### src/rtl/srf_pkg.sv
// Shared types and constants for the scanner reply framer.
// No dependencies; every other file of the block but srf_if.sv imports this package.
`default_nettype none

package srf_pkg;

    // Input operations.
    localparam logic [1:0] OP_BYTE  = 2'd0;
    localparam logic [1:0] OP_TICK  = 2'd1;
    localparam logic [1:0] OP_START = 2'd2;
    localparam logic [1:0] OP_STOP  = 2'd3;

    // Configuration register indexes.
    localparam logic [1:0] CFG_HOST_MODE = 2'd0;
    localparam logic [1:0] CFG_IDLE_GAP  = 2'd1;
    localparam logic [1:0] CFG_SCAN_TMO  = 2'd2;

    // Result kinds.
    localparam logic [3:0] KIND_BARCODE  = 4'd0;
    localparam logic [3:0] KIND_FAILED   = 4'd1;
    localparam logic [3:0] KIND_TRIGGER  = 4'd2;
    localparam logic [3:0] KIND_CONFIG   = 4'd3;
    localparam logic [3:0] KIND_TIMEOUT  = 4'd4;
    localparam logic [3:0] KIND_OVERFLOW = 4'd5;
    localparam logic [3:0] KIND_DROPPED  = 4'd6;
    localparam logic [3:0] KIND_STARTED  = 4'd7;
    localparam logic [3:0] KIND_STOPPED  = 4'd8;

    // Reply signature bytes.
    localparam logic [7:0] BYTE_CONFIG  = 8'h22;
    localparam logic [7:0] BYTE_TRIGGER = 8'h24;
    localparam logic [7:0] BYTE_FAIL0   = 8'h33;
    localparam logic [7:0] BYTE_FAIL1   = 8'h75;
    localparam logic [7:0] BYTE_FAIL2   = 8'h02;
    localparam logic [7:0] BYTE_TRIG1   = 8'h61;
    localparam logic [7:0] BYTE_TRIG2   = 8'h41;

    // Register reset values and limits.
    localparam logic [7:0]  IDLE_GAP_RESET = 8'd20;
    localparam logic [7:0]  IDLE_MAX       = 8'hFF;
    localparam logic [16:0] ELAPSED_MAX    = 17'h1FFFF;

    // Widths that cover the largest supported buffer.
    localparam int LEN_W  = 7;
    localparam int ADDR_W = 6;
    localparam int QUEUE_DEPTH = 4;

    // One unit of work handed from the front to the back.
    typedef struct packed {
        logic             is_drain;   // emit the buffered bytes as a barcode
        logic             tail_tmo;   // a timeout result follows the main one
        logic [3:0]       kind;
        logic [7:0]       data;
        logic [7:0]       aux;
        logic             scanning;
        logic [LEN_W-1:0] len;        // barcode length for a drain
    } t_job;

    // Buffer write port from the front into the back's memory.
    typedef struct packed {
        logic              en;
        logic [ADDR_W-1:0] addr;
        logic [7:0]        data;
    } t_memwr;

endpackage

`default_nettype wire

### src/rtl/srf_if.sv
// Handshake channel interfaces of the scanner reply framer.
// Input items, result items and configuration writes; no dependencies.
`default_nettype none

interface srf_item_if;
    logic       valid;
    logic       ready;
    logic [1:0] operation;
    logic [7:0] rx_byte;

    modport source (output valid, operation, rx_byte, input ready);
    modport sink   (input valid, operation, rx_byte, output ready);
endinterface

interface srf_result_if;
    logic       valid;
    logic       ready;
    logic [3:0] kind;
    logic [7:0] data_byte;
    logic [7:0] aux_byte;
    logic       last;
    logic       scanning;

    modport source (output valid, kind, data_byte, aux_byte, last, scanning, input ready);
    modport sink   (input valid, kind, data_byte, aux_byte, last, scanning, output ready);
endinterface

interface srf_cfg_if;
    logic        valid;
    logic        ready;
    logic [1:0]  index;
    logic [15:0] data;

    modport source (output valid, index, data, input ready);
    modport sink   (input valid, index, data, output ready);
endinterface

`default_nettype wire

### src/rtl/srf_fifo.sv
// Short job queue between the front and the back of the framer.
// Depends on srf_pkg for the job type and the queue depth.
`default_nettype none

module srf_fifo
    import srf_pkg::*;
(
    input  wire  i_clk,
    input  wire  i_rst_n,
    input  wire  i_push,
    input  t_job i_data,
    output logic o_full,
    input  wire  i_pop,
    output t_job o_data,
    output logic o_empty
);

    localparam int PW = $clog2(QUEUE_DEPTH);

    t_job            r_mem [QUEUE_DEPTH];
    logic [PW-1:0]   r_wr, r_rd;
    logic [PW:0]     r_cnt;

    assign o_full  = (r_cnt == (PW+1)'(QUEUE_DEPTH));
    assign o_empty = (r_cnt == '0);
    assign o_data  = r_mem[r_rd];

    always_ff @(posedge i_clk) begin
        if (i_push && !o_full) begin
            r_mem[r_wr] <= i_data;
        end
    end

    always_ff @(posedge i_clk) begin
        if (!i_rst_n) begin
            r_wr  <= '0;
            r_rd  <= '0;
            r_cnt <= '0;
        end else begin
            if (i_push && !o_full) begin
                r_wr <= r_wr + 1'b1;
            end
            if (i_pop && !o_empty) begin
                r_rd <= r_rd + 1'b1;
            end
            case ({i_push && !o_full, i_pop && !o_empty})
                2'b10:   r_cnt <= r_cnt + 1'b1;
                2'b01:   r_cnt <= r_cnt - 1'b1;
                default: r_cnt <= r_cnt;
            endcase
        end
    end

    a_no_overflow: assert property (@(posedge i_clk) disable iff (!i_rst_n)
        r_cnt <= (PW+1)'(QUEUE_DEPTH))
        else $error("job queue count out of range");

    a_pop_moves_rd: assert property (@(posedge i_clk) disable iff (!i_rst_n)
        (i_pop && !o_empty) |=> (r_rd == $past(r_rd) + 1'b1))
        else $error("job queue read pointer did not advance");

    a_full_stable: assert property (@(posedge i_clk) disable iff (!i_rst_n)
        (o_full && !i_pop) |=> o_full)
        else $error("job queue lost an entry while full");

endmodule

`default_nettype wire

### src/rtl/srf_front.sv
// Front of the framer: accepts items and configuration writes, keeps the
// buffer count, reply head bytes and scan timers, and issues jobs.
// Depends on srf_pkg and the channel interfaces in srf_if.sv.
`default_nettype none

module srf_front
    import srf_pkg::*;
#(
    parameter int BUFFER_DEPTH = 64
) (
    input  wire          i_clk,
    input  wire          i_rst_n,
    srf_item_if.sink     i_item,
    srf_cfg_if.sink      i_cfg,
    output t_job         o_job,
    output logic         o_job_push,
    input  wire          i_q_full,
    output t_memwr       o_memwr,
    input  wire          i_drain_done
);

    localparam int CW = $clog2(BUFFER_DEPTH + 1);

    logic [CW-1:0] r_count, n_count;
    logic [7:0]    r_head [4];
    logic [7:0]    r_idle, n_idle;
    logic          r_manual, n_manual;
    logic [16:0]   r_elapsed, n_elapsed;
    logic          r_host, n_host;
    logic [7:0]    r_gap, n_gap;
    logic [15:0]   r_tmo, n_tmo;
    logic          r_drain_busy;

    logic          accept;
    logic          has_result;
    logic [7:0]    h [4];

    assign i_cfg.ready  = 1'b1;
    assign i_item.ready = !i_q_full && !r_drain_busy;
    assign accept       = i_item.valid && i_item.ready;
    assign o_job_push   = accept && has_result;

    // Head bytes as they stand once the incoming byte is in place.
    always_comb begin
        for (int i = 0; i < 4; i++) begin
            h[i] = (r_count == CW'(i)) ? i_item.rx_byte : r_head[i];
        end
    end

    always_comb begin
        logic [CW-1:0] cnt_inc;
        logic          drop_head;

        cnt_inc    = r_count + 1'b1;
        drop_head  = (r_head[0] == BYTE_CONFIG) || (r_head[0] == BYTE_TRIGGER)
                     || (r_head[0] == BYTE_FAIL0);
        n_count    = r_count;
        n_idle     = r_idle;
        n_manual   = r_manual;
        n_elapsed  = r_elapsed;
        n_host     = r_host;
        n_gap      = r_gap;
        n_tmo      = r_tmo;
        has_result = 1'b0;
        o_job      = '0;
        o_memwr    = '0;

        if (accept) begin
            unique case (i_item.operation)
                OP_BYTE: begin
                    n_idle = '0;
                    if (r_count == CW'(BUFFER_DEPTH)) begin
                        n_count    = '0;
                        has_result = 1'b1;
                        o_job.kind = KIND_OVERFLOW;
                    end else begin
                        o_memwr.en   = 1'b1;
                        o_memwr.addr = ADDR_W'(r_count);
                        o_memwr.data = i_item.rx_byte;
                        n_count      = cnt_inc;
                        if (r_count >= CW'(2) && h[0] == BYTE_FAIL0 && h[1] == BYTE_FAIL1
                            && h[2] == BYTE_FAIL2) begin
                            n_manual   = 1'b0;
                            n_elapsed  = '0;
                            n_count    = '0;
                            has_result = 1'b1;
                            o_job.kind = KIND_FAILED;
                        end else if (r_count >= CW'(3) && h[0] == BYTE_TRIGGER
                                     && h[1] == BYTE_TRIG1 && h[2] == BYTE_TRIG2) begin
                            n_count    = '0;
                            has_result = 1'b1;
                            o_job.kind = KIND_TRIGGER;
                            o_job.data = h[3];
                        end else if (r_count >= CW'(2) && h[0] == BYTE_CONFIG) begin
                            n_count    = '0;
                            has_result = 1'b1;
                            o_job.kind = KIND_CONFIG;
                            o_job.data = h[1];
                            o_job.aux  = h[2];
                        end
                    end
                end
                OP_TICK: begin
                    if (r_idle != IDLE_MAX) begin
                        n_idle = r_idle + 1'b1;
                    end
                    if (r_count != '0 && n_idle >= r_gap) begin
                        n_count    = '0;
                        has_result = 1'b1;
                        if (drop_head) begin
                            o_job.kind = KIND_DROPPED;
                        end else begin
                            o_job.is_drain = 1'b1;
                            o_job.kind     = KIND_BARCODE;
                            o_job.len      = LEN_W'(r_count);
                            n_manual       = 1'b0;
                            n_elapsed      = '0;
                        end
                    end
                    if (n_manual) begin
                        if (n_elapsed != ELAPSED_MAX) begin
                            n_elapsed = n_elapsed + 1'b1;
                        end
                        if (r_tmo != '0 && n_elapsed > {1'b0, r_tmo}) begin
                            n_manual  = 1'b0;
                            n_elapsed = '0;
                            // A dropped result raised by this same tick gets the timeout behind it.
                            if (has_result) begin
                                o_job.tail_tmo = 1'b1;
                            end else begin
                                o_job.kind = KIND_TIMEOUT;
                            end
                            has_result = 1'b1;
                        end
                    end
                end
                OP_START: begin
                    if (r_host && !r_manual) begin
                        n_manual   = 1'b1;
                        n_elapsed  = '0;
                        has_result = 1'b1;
                        o_job.kind = KIND_STARTED;
                    end
                end
                OP_STOP: begin
                    if (r_host && r_manual) begin
                        n_manual   = 1'b0;
                        n_elapsed  = '0;
                        n_count    = '0;
                        has_result = 1'b1;
                        o_job.kind = KIND_STOPPED;
                    end
                end
                default: begin
                    n_count = r_count;
                end
            endcase
        end

        o_job.scanning = n_manual || !r_host;

        if (i_cfg.valid && i_cfg.ready) begin
            unique case (i_cfg.index)
                CFG_HOST_MODE: begin
                    if (i_cfg.data[0] != r_host) begin
                        n_host    = i_cfg.data[0];
                        n_manual  = 1'b0;
                        n_elapsed = '0;
                    end
                end
                CFG_IDLE_GAP: n_gap = i_cfg.data[7:0];
                CFG_SCAN_TMO: n_tmo = i_cfg.data;
                default:      n_gap = r_gap;
            endcase
        end
    end

    always_ff @(posedge i_clk) begin
        if (o_memwr.en && r_count < CW'(4)) begin
            r_head[r_count[1:0]] <= i_item.rx_byte;
        end
    end

    always_ff @(posedge i_clk) begin
        if (!i_rst_n) begin
            r_count      <= '0;
            r_idle       <= '0;
            r_manual     <= 1'b0;
            r_elapsed    <= '0;
            r_host       <= 1'b1;
            r_gap        <= IDLE_GAP_RESET;
            r_tmo        <= '0;
            r_drain_busy <= 1'b0;
        end else begin
            r_count   <= n_count;
            r_idle    <= n_idle;
            r_manual  <= n_manual;
            r_elapsed <= n_elapsed;
            r_host    <= n_host;
            r_gap     <= n_gap;
            r_tmo     <= n_tmo;
            if (o_job_push && o_job.is_drain) begin
                r_drain_busy <= 1'b1;
            end else if (i_drain_done) begin
                r_drain_busy <= 1'b0;
            end
        end
    end

    a_busy_blocks: assert property (@(posedge i_clk) disable iff (!i_rst_n)
        r_drain_busy |-> !i_item.ready)
        else $error("item taken while a barcode drain owns the buffer");

    a_count_range: assert property (@(posedge i_clk) disable iff (!i_rst_n)
        r_count <= CW'(BUFFER_DEPTH))
        else $error("buffer count beyond depth");

    a_done_when_busy: assert property (@(posedge i_clk) disable iff (!i_rst_n)
        i_drain_done |-> r_drain_busy)
        else $error("drain finished with none pending");

    a_elapsed_idle: assert property (@(posedge i_clk) disable iff (!i_rst_n)
        !r_manual |-> (r_elapsed == '0))
        else $error("scan timer running outside a manual scan");

endmodule

`default_nettype wire

### src/rtl/srf_back.sv
// Back of the framer: owns the receive buffer memory, pops jobs and drives
// the result channel through an output register.
// Depends on srf_pkg and the result interface in srf_if.sv.
`default_nettype none

module srf_back
    import srf_pkg::*;
#(
    parameter int BUFFER_DEPTH = 64
) (
    input  wire          i_clk,
    input  wire          i_rst_n,
    input  t_job         i_job,
    input  wire          i_q_empty,
    output logic         o_pop,
    input  t_memwr       i_memwr,
    output logic         o_drain_done,
    srf_result_if.source o_result
);

    localparam int IW = $clog2(BUFFER_DEPTH);

    typedef enum logic [3:0] {
        S_IDLE = 4'b0001,
        S_EMIT = 4'b0010,
        S_TAIL = 4'b0100,
        S_READ = 4'b1000
    } t_state;

    t_state        r_state, n_state;
    t_job          r_job;
    logic [IW-1:0] r_idx, n_idx;
    logic [7:0]    r_mem [BUFFER_DEPTH];
    logic [7:0]    r_rd_data;
    logic          rd_en;
    logic [IW-1:0] rd_addr;

    logic          r_ov;
    logic [3:0]    r_kind;
    logic [7:0]    r_data, r_aux;
    logic          r_last, r_scan;
    logic          out_free, load;
    logic [3:0]    ld_kind;
    logic [7:0]    ld_data, ld_aux;
    logic          ld_last;
    logic          byte_last;

    assign out_free  = !r_ov || o_result.ready;
    assign byte_last = (LEN_W'(r_idx) + LEN_W'(1)) == r_job.len;

    always_comb begin
        n_state      = r_state;
        n_idx        = r_idx;
        o_pop        = 1'b0;
        o_drain_done = 1'b0;
        rd_en        = 1'b0;
        rd_addr      = '0;
        load         = 1'b0;
        ld_kind      = r_job.kind;
        ld_data      = r_job.data;
        ld_aux       = r_job.aux;
        ld_last      = !r_job.tail_tmo;

        unique case (r_state)
            S_IDLE: begin
                if (!i_q_empty) begin
                    o_pop = 1'b1;
                    if (i_job.is_drain) begin
                        rd_en   = 1'b1;
                        n_idx   = '0;
                        n_state = S_READ;
                    end else begin
                        n_state = S_EMIT;
                    end
                end
            end
            S_EMIT: begin
                if (out_free) begin
                    load    = 1'b1;
                    n_state = r_job.tail_tmo ? S_TAIL : S_IDLE;
                end
            end
            S_TAIL: begin
                if (out_free) begin
                    load    = 1'b1;
                    ld_kind = KIND_TIMEOUT;
                    ld_data = '0;
                    ld_aux  = '0;
                    ld_last = 1'b1;
                    n_state = S_IDLE;
                end
            end
            S_READ: begin
                if (out_free) begin
                    load    = 1'b1;
                    ld_kind = KIND_BARCODE;
                    ld_data = r_rd_data;
                    ld_aux  = '0;
                    ld_last = byte_last;
                    if (byte_last) begin
                        o_drain_done = 1'b1;
                        n_state      = S_IDLE;
                    end else begin
                        n_idx   = r_idx + 1'b1;
                        rd_en   = 1'b1;
                        rd_addr = r_idx + 1'b1;
                    end
                end
            end
            default: n_state = S_IDLE;
        endcase
    end

    always_ff @(posedge i_clk) begin
        if (i_memwr.en) begin
            r_mem[i_memwr.addr[IW-1:0]] <= i_memwr.data;
        end
        if (rd_en) begin
            r_rd_data <= r_mem[rd_addr];
        end
        if (o_pop) begin
            r_job <= i_job;
        end
        if (load) begin
            r_kind <= ld_kind;
            r_data <= ld_data;
            r_aux  <= ld_aux;
            r_last <= ld_last;
            r_scan <= r_job.scanning;
        end
        r_idx <= n_idx;
    end

    always_ff @(posedge i_clk) begin
        if (!i_rst_n) begin
            r_state <= S_IDLE;
            r_ov    <= 1'b0;
        end else begin
            r_state <= n_state;
            if (load) begin
                r_ov <= 1'b1;
            end else if (o_result.ready) begin
                r_ov <= 1'b0;
            end
        end
    end

    assign o_result.valid     = r_ov;
    assign o_result.kind      = r_kind;
    assign o_result.data_byte = r_data;
    assign o_result.aux_byte  = r_aux;
    assign o_result.last      = r_last;
    assign o_result.scanning  = r_scan;

    a_pop_idle_only: assert property (@(posedge i_clk) disable iff (!i_rst_n)
        o_pop |-> (r_state == S_IDLE))
        else $error("job popped while another is in progress");

    a_done_on_last: assert property (@(posedge i_clk) disable iff (!i_rst_n)
        o_drain_done |=> (r_ov && r_last && r_kind == KIND_BARCODE))
        else $error("drain ended without a final barcode byte");

    a_no_write_in_drain: assert property (@(posedge i_clk) disable iff (!i_rst_n)
        (r_state == S_READ) |-> !i_memwr.en)
        else $error("buffer written during a drain");

endmodule

`default_nettype wire

### src/rtl/scanner_reply_framer.sv
// Scanner reply framer. Each item is handled by the front in the cycle it is
// accepted; a reply, status or dropped result reaches the output register
// through a four-entry job queue, so the front can take new items while the
// back still emits earlier ones, as long as the queue has room. A barcode
// drain reads the receive buffer memory one byte per cycle while the output
// register is free, and no new item is accepted from the tick that ends the
// barcode until its last byte has been loaded into the output register.
// Results wait in that register, so the output side may stall freely.
// The buffer memory needs no clearing pass after reset.
// Depends on srf_pkg, srf_if, srf_fifo, srf_front and srf_back.
`default_nettype none

module scanner_reply_framer
    import srf_pkg::*;
#(
    parameter int BUFFER_DEPTH = 64
) (
    input  wire          i_clk,
    input  wire          i_rst_n,
    srf_item_if.sink     i_item,
    srf_cfg_if.sink      i_cfg,
    srf_result_if.source o_result
);

    t_job   job_in, job_out;
    t_memwr memwr;
    logic   job_push, q_full, q_empty, pop, drain_done;

    srf_front #(.BUFFER_DEPTH(BUFFER_DEPTH)) u_front (
        .i_clk        (i_clk),
        .i_rst_n      (i_rst_n),
        .i_item       (i_item),
        .i_cfg        (i_cfg),
        .o_job        (job_in),
        .o_job_push   (job_push),
        .i_q_full     (q_full),
        .o_memwr      (memwr),
        .i_drain_done (drain_done)
    );

    srf_fifo u_queue (
        .i_clk   (i_clk),
        .i_rst_n (i_rst_n),
        .i_push  (job_push),
        .i_data  (job_in),
        .o_full  (q_full),
        .i_pop   (pop),
        .o_data  (job_out),
        .o_empty (q_empty)
    );

    srf_back #(.BUFFER_DEPTH(BUFFER_DEPTH)) u_back (
        .i_clk        (i_clk),
        .i_rst_n      (i_rst_n),
        .i_job        (job_out),
        .i_q_empty    (q_empty),
        .o_pop        (pop),
        .i_memwr      (memwr),
        .o_drain_done (drain_done),
        .o_result     (o_result)
    );

endmodule

`default_nettype wire
### src/flat_wrapper.sv
// flat-port wrapper written by rule: the top's interface ports become plain ports
module scanner_reply_framer_flat import srf_pkg::*;
#(
    parameter int BUFFER_DEPTH = 64
)
  (i_clk, i_rst_n, i_item_valid, i_item_operation, i_item_rx_byte, i_item_ready, i_cfg_valid, i_cfg_index, i_cfg_data, i_cfg_ready, o_result_valid, o_result_kind, o_result_data_byte, o_result_aux_byte, o_result_last, o_result_scanning, o_result_ready);
  srf_item_if i_item_i ();
  srf_cfg_if i_cfg_i ();
  srf_result_if o_result_i ();
  input  wire i_clk;
  input  wire i_rst_n;
  input wire logic [$bits(i_item_i.valid)-1:0] i_item_valid;
  input wire logic [$bits(i_item_i.operation)-1:0] i_item_operation;
  input wire logic [$bits(i_item_i.rx_byte)-1:0] i_item_rx_byte;
  output wire logic [$bits(i_item_i.ready)-1:0] i_item_ready;
  input wire logic [$bits(i_cfg_i.valid)-1:0] i_cfg_valid;
  input wire logic [$bits(i_cfg_i.index)-1:0] i_cfg_index;
  input wire logic [$bits(i_cfg_i.data)-1:0] i_cfg_data;
  output wire logic [$bits(i_cfg_i.ready)-1:0] i_cfg_ready;
  output wire logic [$bits(o_result_i.valid)-1:0] o_result_valid;
  output wire logic [$bits(o_result_i.kind)-1:0] o_result_kind;
  output wire logic [$bits(o_result_i.data_byte)-1:0] o_result_data_byte;
  output wire logic [$bits(o_result_i.aux_byte)-1:0] o_result_aux_byte;
  output wire logic [$bits(o_result_i.last)-1:0] o_result_last;
  output wire logic [$bits(o_result_i.scanning)-1:0] o_result_scanning;
  input wire logic [$bits(o_result_i.ready)-1:0] o_result_ready;
  assign i_item_i.valid = i_item_valid;
  assign i_item_i.operation = i_item_operation;
  assign i_item_i.rx_byte = i_item_rx_byte;
  assign i_item_ready = i_item_i.ready;
  assign i_cfg_i.valid = i_cfg_valid;
  assign i_cfg_i.index = i_cfg_index;
  assign i_cfg_i.data = i_cfg_data;
  assign i_cfg_ready = i_cfg_i.ready;
  assign o_result_valid = o_result_i.valid;
  assign o_result_kind = o_result_i.kind;
  assign o_result_data_byte = o_result_i.data_byte;
  assign o_result_aux_byte = o_result_i.aux_byte;
  assign o_result_last = o_result_i.last;
  assign o_result_scanning = o_result_i.scanning;
  assign o_result_i.ready = o_result_ready;
  scanner_reply_framer #(.BUFFER_DEPTH(BUFFER_DEPTH)) u_core (.i_clk(i_clk), .i_rst_n(i_rst_n), .i_item(i_item_i), .i_cfg(i_cfg_i), .o_result(o_result_i));
endmodule
### config.mk
export PLATFORM = sky130hd
export DESIGN_NAME = scanner_reply_framer_flat
export DESIGN_NICKNAME = d
export VERILOG_FILES = /design/src/rtl/srf_pkg.sv /design/src/rtl/srf_if.sv /design/src/rtl/srf_fifo.sv /design/src/rtl/srf_front.sv /design/src/rtl/srf_back.sv /design/src/rtl/scanner_reply_framer.sv /design/src/flat_wrapper.sv
export SDC_FILE = /design/constraint.sdc
export NUM_CORES = 1
export LEC_CHECK = 0
export BUFFER_PORTS_ARGS = -buffer_cell sky130_fd_sc_hd__buf_4
export CORE_MARGIN = 2
export CORE_UTILIZATION = 55
export DETAILED_ROUTE_END_ITERATION = 8
export PLACE_DENSITY = 0.69
export SYNTH_ARGS = -nofsm -noshare
export SYNTH_HDL_FRONTEND = slang
export SYNTH_HIERARCHICAL = 1
export SYNTH_SLANG_ARGS = --single-unit
### constraint.sdc
create_clock -name i_clk -period 9.9 [get_ports i_clk]
set_input_delay 0.99 -clock i_clk [delete_from_list [all_inputs] [get_ports i_clk]]
set_output_delay 0.99 -clock i_clk [all_outputs]
set_load 0.01 [all_outputs]
==> metrics.md <==
| Metric | Value |
|---|---|
| Port buffer count | `56` |
| P per Cell Area | `about 190 mW/mm^2` |
| Hold Buf Count CTS | `0` |
| Setup Skew | `0.0334 ns` |
| Status | `completed` |
| Synth cell types | `104` |
| Fraction of layout cells with a size suffix above 1 | `13.2%` |
| Period Utilization, post-route | `91.4%` |
| Setup Viol. Count Final | `0` |
| Via Count | `22021` |
| TNS Setup | `0 ns` |
| Core area | `0.0619 mm^2` |
| Fin crit period | `9.04 ns` |
| Worst path max stage delay | `0.75 ns` |
| Total setup buffers inserted after CTS | `0` |
| Layout Nets | `2595` |
| Antenna violations before repair | `0` |
| Critical Path Fanout Max | `20` |
| Maxcap violations | `0` |
| Post-route DRC | `0` |
| Most common cell on crit path | `ha_1` |
| Synth Warn # | `6` |
| Vias in the first global route | `between 20000 and 25000` |
| #FFs+latches synth | `between 800 and 900` |
| Drt total wl | `89300 um` |
| DR WL/cell | `26.1 um` |
| Slew @ Worst Pin | `1.24 ns` |
| Cell Rows | `91` |
| FF-to-FF Start | `u_core/u_front/r_idle[0]` |
| Fmax | `roughly 110 MHz` |
| CTS tree | `done` |
| RD Place Congestion | `between 0.9 and 1` |
| Pleak | `12.8 nW` |
| Post-synth EDFFs | `between 700 and 800` |
| HP Class | `reg -> reg` |
| Mapped Nets | `2546` |
| Clock sink total | `802` |
| DP HPWL | `between 50000 and 60000 um` |
| Hold Vio Cnt, Final | `0` |
| All-Layer GR Usage | `between 20 and 30%` |
| Reg2reg setup slack | `0.86 ns` |
| Syn avg cell area | `14.0 um^2` |
| Asr flop ratio synth | `0%` |
| Die height | `between 200 and 300 um` |
| Unrepaired setup endpoints after global routing | `no` |
| Initial DRC count | `2299` |
| CP endpoint | `u_core/u_queue/r_cnt[2]` |
| Synthesized netlist cell count | `2476` |
| Startpoint Class | `register` |
| Total power draw | `7.39 mW` |
| Die outline width | `approximately 250 um` |
| DRT Pass-1 Iters | `8` |
| ANT nets after route | `0` |
| P&R area growth vs syn | `11.0%` |
| Clk buf depth | `3` |
| Clock root cell | `clkbuf_16` |
| Slowest stage cell, crit path | `o211ai_1` |
| Max Slew Vio Count | `0` |
| Max rail drop VDD | `0.000150 V` |
| Total grt overflow | `0` |
| Worst setup path class | `reg -> reg` |
| Rel. slew slack | `17.1%` |
| First-pass GRT wire length | `133000 um` |
| Worst reg2reg endpoint | `u_core/u_queue/r_cnt[2]` |
| Filler instances | `roughly 4600` |
| Worst-path clk slew | `0.06 ns` |
| I/O pins | `58` |
| Die footprint | `0.0648 mm^2` |
| H-tree levels | `3` |
| Largest net degree at the start of global routing | `67` |
| Starting density of the core | `55.8%` |
| Post_cts resized | `0` |
| Arrival time at the worst endpoint | `9.59 ns` |
| R2R depth | `34` |
| Critical path origin | `u_core/u_front/r_idle[0]` |
| Mapped Area | `around 0.035 mm^2` |
| Clock Latency Late Sink | `approximately 0.63 ns` |
| CP Data Required Time | `10.45 ns` |
| Post-synthesis sequential area ratio | `67.6%` |
| Worst setup EP type | `register` |
| Vias per cell | `6.43` |
| Top_reg_cell synth | `edfxtp_1` |
| CTS buffer count | `81` |
==> cell usage after synthesis (all sizes together) (42+ instances only) <==
library cell  instances  share of area (%)
edfxtp              729                 63
nand2               226                2.5
nor2                196                2.2
mux2i               134                3.9
o21ai               101                1.6
clkbuf               77               0.84
dfxtp                73                4.2
a21oi                60               0.90
buf                  60                1.1
o22ai                60                1.1
nand3                52               0.77
inv                  48               0.52
nor3                 42               0.64
==> per-layer routing <==
| metal | wire length (um) | global-route usage [%] | vias up |
|---|---|---|---|
| met5 | 0 | 0 | - |
| met4 | 3530 | 10.8 | 0 |
| met3 | 7440 | 4.69 | 195 |
| met2 | 43200 | 45.3 | 1101 |
| met1 | 35200 | 37.4 | 11018 |
| li1 | - | - | 9707 |
==> worst max-delay path, delay by kind of cell, from the launching register on <==
family / cells / cell delay (ns)
flops: 1 / 0.35
xor+xnor: 2 / 0.31
buf+inv: 2 / 0.13
compound gates: 10 / 3.36
fa+ha+maj: 6 / 1.44
simple gates: 14 / 3.36
==> worst min path at each step <==
stage,from,cells after the start,to
finish,u_core/u_back/r_job[7],0,u_core/u_back/o_result.scanning
global route,u_core/u_back/r_job[7],0,u_core/u_back/o_result.scanning
CTS,u_core/u_back/r_job[7],0,u_core/u_back/o_result.scanning
detailed placement,u_core/u_back/r_job[7],0,u_core/u_back/o_result.scanning
global placement,u_core/u_back/r_job[7],0,u_core/u_back/o_result.scanning
floorplan,u_core/u_back/r_job[7],0,u_core/u_back/o_result.scanning
==> per-stage QoR <==
stage / setup WS [ns] / std cells / utilization (%) / hold WS, ns / cell area, um^2
3_3_place_gp: 1.36 / 3279 / 57.8 / 0.404 / 35800
3_5_place_dp: 0.985 / 3279 / 57.8 / 0.425 / 35800
5_1_grt: 0.117 / 3426 / 61.9 / 0.451 / 38300
6_report: 0.856 / 3427 / 61.9 / 0.439 / 38300
4_1_cts: 0.917 / 3426 / 61.9 / 0.440 / 38300
2_1_floorplan: 2.30 / 2476 / - / 0.400 / 34500
==> flip-flops by register name, indices dropped and copies added (netlist names), 2 cells and up, named ones only <==
register                          flops
u_core/u_back/r_state                 4
u_core/u_back/r_rd_data               8
u_core/u_front/r_idle                 8
u_core/u_back/o_result.kind           4
u_core/u_front/r_head                32
u_core/u_back/r_idx                   6
u_core/u_front/r_elapsed             17
u_core/u_queue/r_rd                   2
u_core/u_front/r_tmo                 16
u_core/u_back/o_result.aux_byte       8
u_core/u_back/o_result.data_byte      8
u_core/u_front/r_count                7
u_core/u_back/r_job                  29
u_core/u_back/r_mem                 512
u_core/u_queue/r_wr                   2
u_core/u_front/r_gap                  8
u_core/u_queue/r_mem                120
u_core/u_queue/r_cnt                  3
==> layout make-up <==
cell class / count / area, um^2 / area share [%]
Antenna cell: 1 / 2.50 / 0.00653
Timing Repair Buffer: 103 / 773 / 2.02
Multi-Input combinational cell: 1487 / 10400 / 27.2
Clock inverter: 48 / 425 / 1.11
Clock buffer: 99 / 2140 / 5.57
Sequential cell: 802 / 23400 / 60.9
Inverter: 50 / 188 / 0.489
Tap cell: 837 / 1050 / 2.73
==> where the power goes <==
group	internal (mW)	total, mW	switching, mW
logic	0.219	0.628	0.409
clock network	1.70	2.96	1.26
registers	3.76	3.80	0.0394
==> cells in the final DEF (no fill, tap or decap), types with 51 or more instances in the layout <==
cell / n
mux2i_1: 134
clkbuf_16: 83
nand3_1: 51
dfxtp_1: 72
buf_4: 103
o22ai_1: 60
o21ai_0: 90
nand2_1: 226
a21oi_1: 57
edfxtp_1: 729
nor2_1: 189
==> cells by family (layout without fill, tap and decap cells) <==
family / after synthesis / count (layout) / synth area share, %
compound gates: 511 / 511 / 10.6
mux: 196 / 196 / 7.21
fa+ha+maj: 37 / 37 / 1.36
buf+inv: 187 / 300 / 2.43
other cells: 1 / 2 / 0.0109
simple gates: 711 / 711 / 9.99
flops: 802 / 802 / 67.6
xor+xnor: 31 / 31 / 0.829
No activity file was read; power rests on OpenSTA's default activity.
